**src/design/mhdc_pkg.sv**
```systemverilog
// ----------------------------------------------------------------------------
// mhdc_pkg
// Shared constants for the MHD conservative-to-primitive converter: the
// width and reset value of the gamma-minus-one register.
// ----------------------------------------------------------------------------
package mhdc_pkg;

    localparam int GAMMA_BITS = 18;
    localparam logic [GAMMA_BITS-1:0] GAMMA_RESET = 18'd43691;

endpackage

```
**src/design/mhdc_pressure.sv**
```systemverilog
// ----------------------------------------------------------------------------
// mhdc_pressure
// Five-stage pressure path: clamp the kinetic and magnetic terms, form the
// internal energy, multiply by gamma minus one in two partial products, sum,
// then shift and saturate to the word.
// ----------------------------------------------------------------------------
module mhdc_pressure #(
    parameter int WORD_BITS     = 32,
    parameter int FRACTION_BITS = 16
) (
    input  logic                                clk,
    input  logic                                en,
    input  logic [2*WORD_BITS-1:0]              kin_quot,
    input  logic [2*WORD_BITS-1:0]              field_sum,
    input  logic                                fault,
    input  logic signed [WORD_BITS-1:0]         energy,
    input  logic [mhdc_pkg::GAMMA_BITS-1:0]     gamma_m1,
    output logic signed [WORD_BITS-1:0]         pressure
);
    import mhdc_pkg::*;

    localparam int QW = 2 * WORD_BITS;
    localparam int CW = WORD_BITS + FRACTION_BITS + 2;
    localparam int IW = CW + 1;
    localparam int HB = IW / 2;
    localparam int HW = IW - HB;
    localparam int LW = HB + GAMMA_BITS;
    localparam int UW = HW + GAMMA_BITS + 1;
    localparam int PW = IW + GAMMA_BITS + 1;
    localparam logic [QW-1:0] CAP = QW'(1) << (WORD_BITS + FRACTION_BITS + 1);
    localparam logic signed [WORD_BITS-1:0] W_MAX = {1'b0, {(WORD_BITS-1){1'b1}}};
    localparam logic signed [WORD_BITS-1:0] W_MIN = {1'b1, {(WORD_BITS-1){1'b0}}};

    logic [CW-1:0]              kc_reg;
    logic [CW-1:0]              bc_reg;
    logic signed [WORD_BITS-1:0] e_reg;
    logic signed [IW-1:0]       inner_reg;
    logic [LW-1:0]              plo_reg;
    logic signed [UW-1:0]       phi_reg;
    logic signed [PW-1:0]       sum_reg;
    logic signed [WORD_BITS-1:0] p_reg;

    logic [QW-1:0]              b_shift;
    logic [CW-1:0]              kc_next;
    logic [CW-1:0]              bc_next;
    logic [CW:0]                kb_sum;
    logic signed [IW-1:0]       inner_next;
    logic signed [PW-1:0]       shifted;
    logic                       in_range;

    always_comb
    begin
        b_shift = field_sum >> FRACTION_BITS;
        if (fault)
            kc_next = '0;
        else if (kin_quot > CAP)
            kc_next = CAP[CW-1:0];
        else
            kc_next = kin_quot[CW-1:0];
        bc_next = (b_shift > CAP) ? CAP[CW-1:0] : b_shift[CW-1:0];

        kb_sum     = {1'b0, kc_reg} + {1'b0, bc_reg};
        inner_next = IW'(e_reg) - $signed({1'b0, kb_sum[CW:1]});

        shifted  = sum_reg >>> FRACTION_BITS;
        in_range = (&shifted[PW-1:WORD_BITS-1]) || ~(|shifted[PW-1:WORD_BITS-1]);
    end

    always_ff @(posedge clk)
    begin
        if (en)
        begin
            kc_reg    <= kc_next;
            bc_reg    <= bc_next;
            e_reg     <= energy;
            inner_reg <= inner_next;
            plo_reg   <= inner_reg[HB-1:0] * gamma_m1;
            phi_reg   <= $signed(inner_reg[IW-1:HB]) * $signed({1'b0, gamma_m1});
            sum_reg   <= (PW'(phi_reg) <<< HB) + $signed(PW'(plo_reg));
            if (in_range)
                p_reg <= shifted[WORD_BITS-1:0];
            else
                p_reg <= shifted[PW-1] ? W_MIN : W_MAX;
        end
    end

    assign pressure = p_reg;

endmodule

```
**config.mk**
```make
export PLATFORM = sky130hd
export DESIGN_NAME = mhdc_pressure
export DESIGN_NICKNAME = d
export VERILOG_FILES = /design/src/design/mhdc_pkg.sv /design/src/design/mhdc_pressure.sv
export SDC_FILE = /design/constraint.sdc
export NUM_CORES = 2
export LEC_CHECK = 0
export BUFFER_PORTS_ARGS = -buffer_cell sky130_fd_sc_hd__buf_2
export CAP_MARGIN = 20
export CORE_AREA = 2 2 332 334
export CTS_CLUSTER_DIAMETER = 30
export DETAILED_ROUTE_END_ITERATION = 16
export DIE_AREA = 0 0 334 336
export PLACE_DENSITY = 0.61
export SYNTH_ARGS = -nofsm -noshare
export SYNTH_HDL_FRONTEND = slang
export SYNTH_SLANG_ARGS = --single-unit
```
**constraint.sdc**
```tcl
create_clock -name clk -period 10.63 [get_ports clk]
set_input_delay 2.6575 -clock clk [delete_from_list [all_inputs] [get_ports clk]]
set_output_delay 2.6575 -clock clk [all_outputs]
set_load 0.005 [all_outputs]
```
## After elaboration in Yosys (flattened, before gate mapping)

Cells that the tools add are included.

| word-level totals | value |
|---|---|
| input bits | 181 |
| flip-flop bits (word level) | 373 |
| word-level logic and storage cells | 26 |
| output and inout bits | 32 |

| cells by class | value |
|---|---|
| multiplexer cells | 4 |
| add/sub/neg operators | 3 |
| multipliers | 2 |
| reductions and logical operators | 4 |
| bitwise gates (word level) | 1 |
| magnitude comparators | 2 |

Operator list:

| operator | count |
|---|---|
| $mux 50 | 2 |
| $add 70x44->70 | 1 |
| $gt 64x50->1 const B | 1 |
| $mux 32 | 2 |
| $add 50x50->51 | 1 |
| $sub 32x51->51 | 1 |
| $gt 48x50->1 const B | 1 |
| $mul 26x19->45 | 1 |
| $mul 25x18->43 | 1 |
| $reduce_and 23->1 | 1 |
| $reduce_or 23->1 | 1 |
| $reduce_or 2->1 | 1 |
| $logic_or 1x1->1 | 1 |
| $not 1->1 | 1 |

## Depth between registers and ports, before layout

| logic depth | value |
|---|---|
| depth in word-level cells | 4 |
| depth in mapped cells | 26 |
| gate-level depth less buffers | 24 |

## Worst setup path after synthesis

OpenSTA, ideal clock, no wires.

| path | value |
|---|---|
| path kind | input-to-reg |
| start point | input port gamma_m1[10] in the netlist's numbering |
| end point | register phi_reg[42] (data pin) |
| arrival time | 8.439 ns |
| cell stages on the path | 25 |
| setup time | 0.259 ns |
| path slack | 1.932 ns |
| data required time | 10.371 ns |
| path buffers | 2 |
| path through | clkbuf_1 clkbuf_1 nand2_1 fa_1 inv_1 fa_1 inv_1 fa_1 inv_1 fa_1 fa_1 inv_1 fa_1 inv_1 ha_1 a21o_1 a221o_1 a221o_1 a21oi_2 o21ai_2 a41oi_2 and2b_1 o21ai_1 a21oi_1 xnor2_1 |

| on the way | value |
|---|---|
| cells in the longest elaborated chain, start to end | 1 |

RTL lines:

| element | line | text |
|---|---|---|
| start: declaration | mhdc_pressure.sv:17 | `input logic [mhdc_pkg::GAMMA_BITS-1:0] gamma_m1,` |
| $mul 26x19->45 | mhdc_pressure.sv:78 | `phi_reg <= $signed(inner_reg[IW-1:HB]) * $signed({1'b0, gamma_m1});` |
| end signal: assignment | mhdc_pressure.sv:78 |  |
| end: declaration | mhdc_pressure.sv:39 | `logic signed [UW-1:0] phi_reg;` |

Every way passes these cells.
A chain may end at the register's enable or synchronous reset.

## Worst setup path after layout

| path | value |
|---|---|
| start point | input port gamma_m1[1] in the netlist's numbering |
| end point | register phi_reg[43] (data pin) |

The elaborated chain is that of the path after synthesis.

==> summary.md <==
| Metric | Value |
|---|---|
| Arrival time of data at the critical path endpoint | `9570 ps` |
| Row count | `121` |
| Library cell occupying the most area in the post-synthesis netlist | `sky130_fd_sc_hd__fa_1` |
| Hold WC Path Type | `flop to flop` |
| Via count of the first global-routing pass | `36300` |
| Number of nets at the end of the flow | `6505` |
| Detailed-route via count | `33600` |
| Kind of start point of the critical path | `input pin` |
| Maximum fanout along the worst path | `34` |
| Synth cell types | `80` |
| Setup fix buffers added after clock tree synthesis | `0` |
| Cell Area, Synth | `0.0485 mm^2` |
| Slew Viols, Final | `0` |
| Top achievable clock speed | `0.110 GHz` |
| Maxcap violations | `0` |
| Post-DR wirelength/cell | `17.3 um` |
| Clock root buffer | `sky130_fd_sc_hd__clkbuf_16` |
| Required time reported for the critical path endpoint | `11120 ps` |
| Leading post-synthesis cells by cell area | `sky130_fd_sc_hd__fa_1 34%, sky130_fd_sc_hd__edfxtp_1 21%, sky130_fd_sc_hd__ha_1 8.9%, sky130_fd_sc_hd__inv_1 8.5%, sky130_fd_sc_hd__and2_1 6.0%` |
| Flops & latches, synth | `339` |
| Number of flip-flops in the largest register | `54` |
| Setup CP Type | `input pin to flop` |
| Cell with the most instances after synthesis | `sky130_fd_sc_hd__inv_1` |
| Hold path startpoint | `plo_reg[19]$_DFFE_PP_` |
| Initial standard-cell utilization of the core | `44.7%` |
| Total count of hold-check failures in the final report | `0` |
| DRC violation count after routing | `0` |
| Hold-fix buffers, CTS | `0` |
| Fin cells | `6634` |
| Launch point of the worst path | `gamma_m1[1]` |
| Area of the core | `0.108 mm^2` |
| Number of gates given a new drive strength after cts | `0` |
| Post-route clock skew | `33.5 ps` |
| Total wire length after detailed routing | `115000 um` |
| Time the final worst path needs with I/O delays and setup | `9080 ps` |
| Number of nets produced by synthesis | `6365` |
| Die area | `0.112 mm^2` |
| Synth top cells by count | `1100 x sky130_fd_sc_hd__inv_1, 830 x sky130_fd_sc_hd__fa_1, 634 x sky130_fd_sc_hd__nand2_1, 464 x sky130_fd_sc_hd__and2_1, 344 x sky130_fd_sc_hd__ha_1` |
| Global placer's final weighted congestion | `0.873` |
| Finish-stage setup viols | `0` |
| Synth async-reset ratio | `0%` |
| Synthesized instance count | `5010` |
| Total routing resource utilization after global routing | `21.4%` |
| Accumulated negative setup slack | `0 ps` |
| Post-synth EDFFs | `339` |
| Mean Syn Cell Area | `9.68 um^2` |
| Main flop type after synthesis | `sky130_fd_sc_hd__edfxtp_1` |
| I/O Buffers | `196` |
| Clk pin slew, worst setup/hold paths | `50 ps` |
| Overflow left after global routing | `0` |
| Number of antenna-violating nets in the routed design | `0` |
| Beginning of the worst register-to-register path | `inner_reg[6]$_DFFE_PP_` |
| Setup repair after global routing missed its margin | `no` |
| Initial antenna violation count | `11` |
| Global-route wire length before repair | `189000 um` |
| Top cell type's share of synthesized area | `34.3%` |
| Number of buffers created by CTS | `81` |
| Normalized max-slew margin | `27.3%` |
| TritonCTS clock tree | `done` |
| TritonCTS sink count | `339` |
| Dpl cells | `6481` |
| Fillcell total | `10100` |
| Clock tree buffer depth | `3` |
| # H-tree levels | `3` |
| Count of yosys warnings during synthesis | `0` |
| Boundary Pins | `213` |
| Detailed Place HPWL | `88600 um` |
| Number of DRC markers after the initial detailed-route iteration | `1696` |
| Ratio of cells with drive above 1 in the final layout | `8.37%` |
| 1st-pass router iterations | `8` |
| Run status | `finished clean` |
| Post-Place Worst Slack | `939 ps` |
| Clock latency at the later pin of the worst-skew pair | `660 ps` |
| Final setup margin | `1550 ps` |
| Final critical-path share of the clock period | `85.4%` |
| Sequential fraction of the synthesis area | `21.0%` |
| Category of the worst setup path capture point | `flop` |
| Die outline width | `334 um` |
| Maximum number of pins on one net before global-route repair | `117` |
| Die outline height | `336 um` |
| Vias per inst | `5.06` |
| P&R area growth vs syn | `11.1%` |
| Transition time at the pin with the least slew margin | `1090 ps` |
==> logic make-up (layout without fill, tap and decap cells) <==
logic type,count (synthesis),count (layout),synth area share [%]
buf+inv,1294,1502,10.1
mux,1,1,0.0206
flops,339,339,21.0
fa+ha+maj,1174,1174,43.1
simple gates,1448,1448,14.7
compound gates,554,554,7.48
xor+xnor,200,200,3.61
other cells,0,2,0
==> cells in the final DEF, fill, tap and decap left out, types with 8 or more instances in the layout <==
| master | Yosys | final |
|---|---|---|
| sky130_fd_sc_hd__clkbuf_16 | 0 | 81 |
| sky130_fd_sc_hd__fa_1 | 830 | 830 |
| sky130_fd_sc_hd__xor2_1 | 79 | 79 |
| sky130_fd_sc_hd__a21oi_1 | 180 | 180 |
| sky130_fd_sc_hd__clkinv_4 | 0 | 10 |
| sky130_fd_sc_hd__a21o_1 | 75 | 75 |
| sky130_fd_sc_hd__o211ai_1 | 13 | 13 |
| sky130_fd_sc_hd__o31ai_1 | 8 | 8 |
| sky130_fd_sc_hd__nand2_1 | 634 | 634 |
| sky130_fd_sc_hd__nor2b_1 | 22 | 22 |
| sky130_fd_sc_hd__nand3_1 | 36 | 36 |
| sky130_fd_sc_hd__ha_1 | 344 | 344 |
| sky130_fd_sc_hd__xnor2_1 | 121 | 121 |
| sky130_fd_sc_hd__nor4_1 | 27 | 27 |
| sky130_fd_sc_hd__buf_4 | 0 | 50 |
| sky130_fd_sc_hd__edfxtp_1 | 339 | 339 |
| sky130_fd_sc_hd__o21a_1 | 29 | 29 |
| sky130_fd_sc_hd__nor3_1 | 45 | 44 |
| sky130_fd_sc_hd__nand4_1 | 26 | 26 |
| sky130_fd_sc_hd__buf_2 | 5 | 195 |
| sky130_fd_sc_hd__nor2_1 | 118 | 118 |
| sky130_fd_sc_hd__and3_1 | 21 | 21 |
| sky130_fd_sc_hd__a211oi_1 | 12 | 12 |
| sky130_fd_sc_hd__clkinvlp_4 | 0 | 15 |
| sky130_fd_sc_hd__bufinv_16 | 0 | 11 |
| sky130_fd_sc_hd__o21ai_1 | 11 | 11 |
| sky130_fd_sc_hd__and4_1 | 10 | 10 |
| sky130_fd_sc_hd__and2_1 | 464 | 464 |
| sky130_fd_sc_hd__nand2b_1 | 19 | 19 |
| sky130_fd_sc_hd__a31oi_1 | 15 | 14 |
| sky130_fd_sc_hd__inv_1 | 1100 | 1100 |
| sky130_fd_sc_hd__clkinv_2 | 0 | 10 |
| sky130_fd_sc_hd__o21ai_0 | 109 | 109 |
| sky130_fd_sc_hd__o21bai_1 | 23 | 23 |
==> final timing paths <==
| check | endpoint | slack (ps) | depth (start not counted) |
|---|---|---|---|
| max | phi_reg[43]$_DFFE_PP_ | 1550 | 23 |
| min | sum_reg[19]$_DFFE_PP_ | 410 | 0 |
| max reg2reg | plo_reg[38]$_DFFE_PP_ | 3300 | 23 |
| min reg2reg | sum_reg[19]$_DFFE_PP_ | 410 | 0 |
==> final cells by class <==
| type | count | area, um^2 | area share [%] |
|---|---|---|---|
| diodes | 2 | 5.00 | 0.00929 |
| clock buffers | 83 | 2030 | 3.77 |
| clock inverters | 68 | 870 | 1.61 |
| inverters | 1100 | 4130 | 7.66 |
| multi-input cells | 3377 | 33400 | 62.1 |
| flip-flops and latches | 339 | 10200 | 18.9 |
| well taps | 1414 | 1770 | 3.28 |
| repair buffers | 251 | 1470 | 2.72 |
==> through the flow <==
stage | util, % | cell area, um^2 | hold slack [ps]
after floorplan | - | 48500 | 400
after global placement | 47.0 | 51000 | 402
after detailed placement | 47.0 | 51000 | 406
after CTS | 49.7 | 53900 | 410
after global routing | 49.7 | 53900 | 423
final | 49.7 | 53900 | 410
==> worst max-delay path: stages <==
cell,delay [ps]
sky130_fd_sc_hd__buf_2,680
sky130_fd_sc_hd__buf_4,370
sky130_fd_sc_hd__and2_1,180
sky130_fd_sc_hd__fa_1,420
sky130_fd_sc_hd__fa_1,520
sky130_fd_sc_hd__inv_1,50
sky130_fd_sc_hd__fa_1,490
sky130_fd_sc_hd__inv_1,60
sky130_fd_sc_hd__fa_1,450
sky130_fd_sc_hd__ha_1,280
sky130_fd_sc_hd__inv_1,40
sky130_fd_sc_hd__fa_1,470
sky130_fd_sc_hd__inv_1,40
sky130_fd_sc_hd__ha_1,320
sky130_fd_sc_hd__a2111oi_0,450
sky130_fd_sc_hd__o21ai_0,300
sky130_fd_sc_hd__a31oi_2,360
sky130_fd_sc_hd__o221ai_1,240
sky130_fd_sc_hd__a31oi_1,370
sky130_fd_sc_hd__o21ai_1,220
sky130_fd_sc_hd__and4_1,230
sky130_fd_sc_hd__a41oi_1,160
sky130_fd_sc_hd__o21a_1,170
==> routing by layer <==
metal	global-route usage, %	wire, um	vias up
met4	5.49	2560	12
li1	-	-	15800
met3	4.42	8220	177
met1	28.8	51100	16700
met2	35.3	53200	939
met5	0	86	-
Power is left out: the tool's default activity adds up to more than one toggle a clock period on the data nets, which glitch-free logic cannot reach.
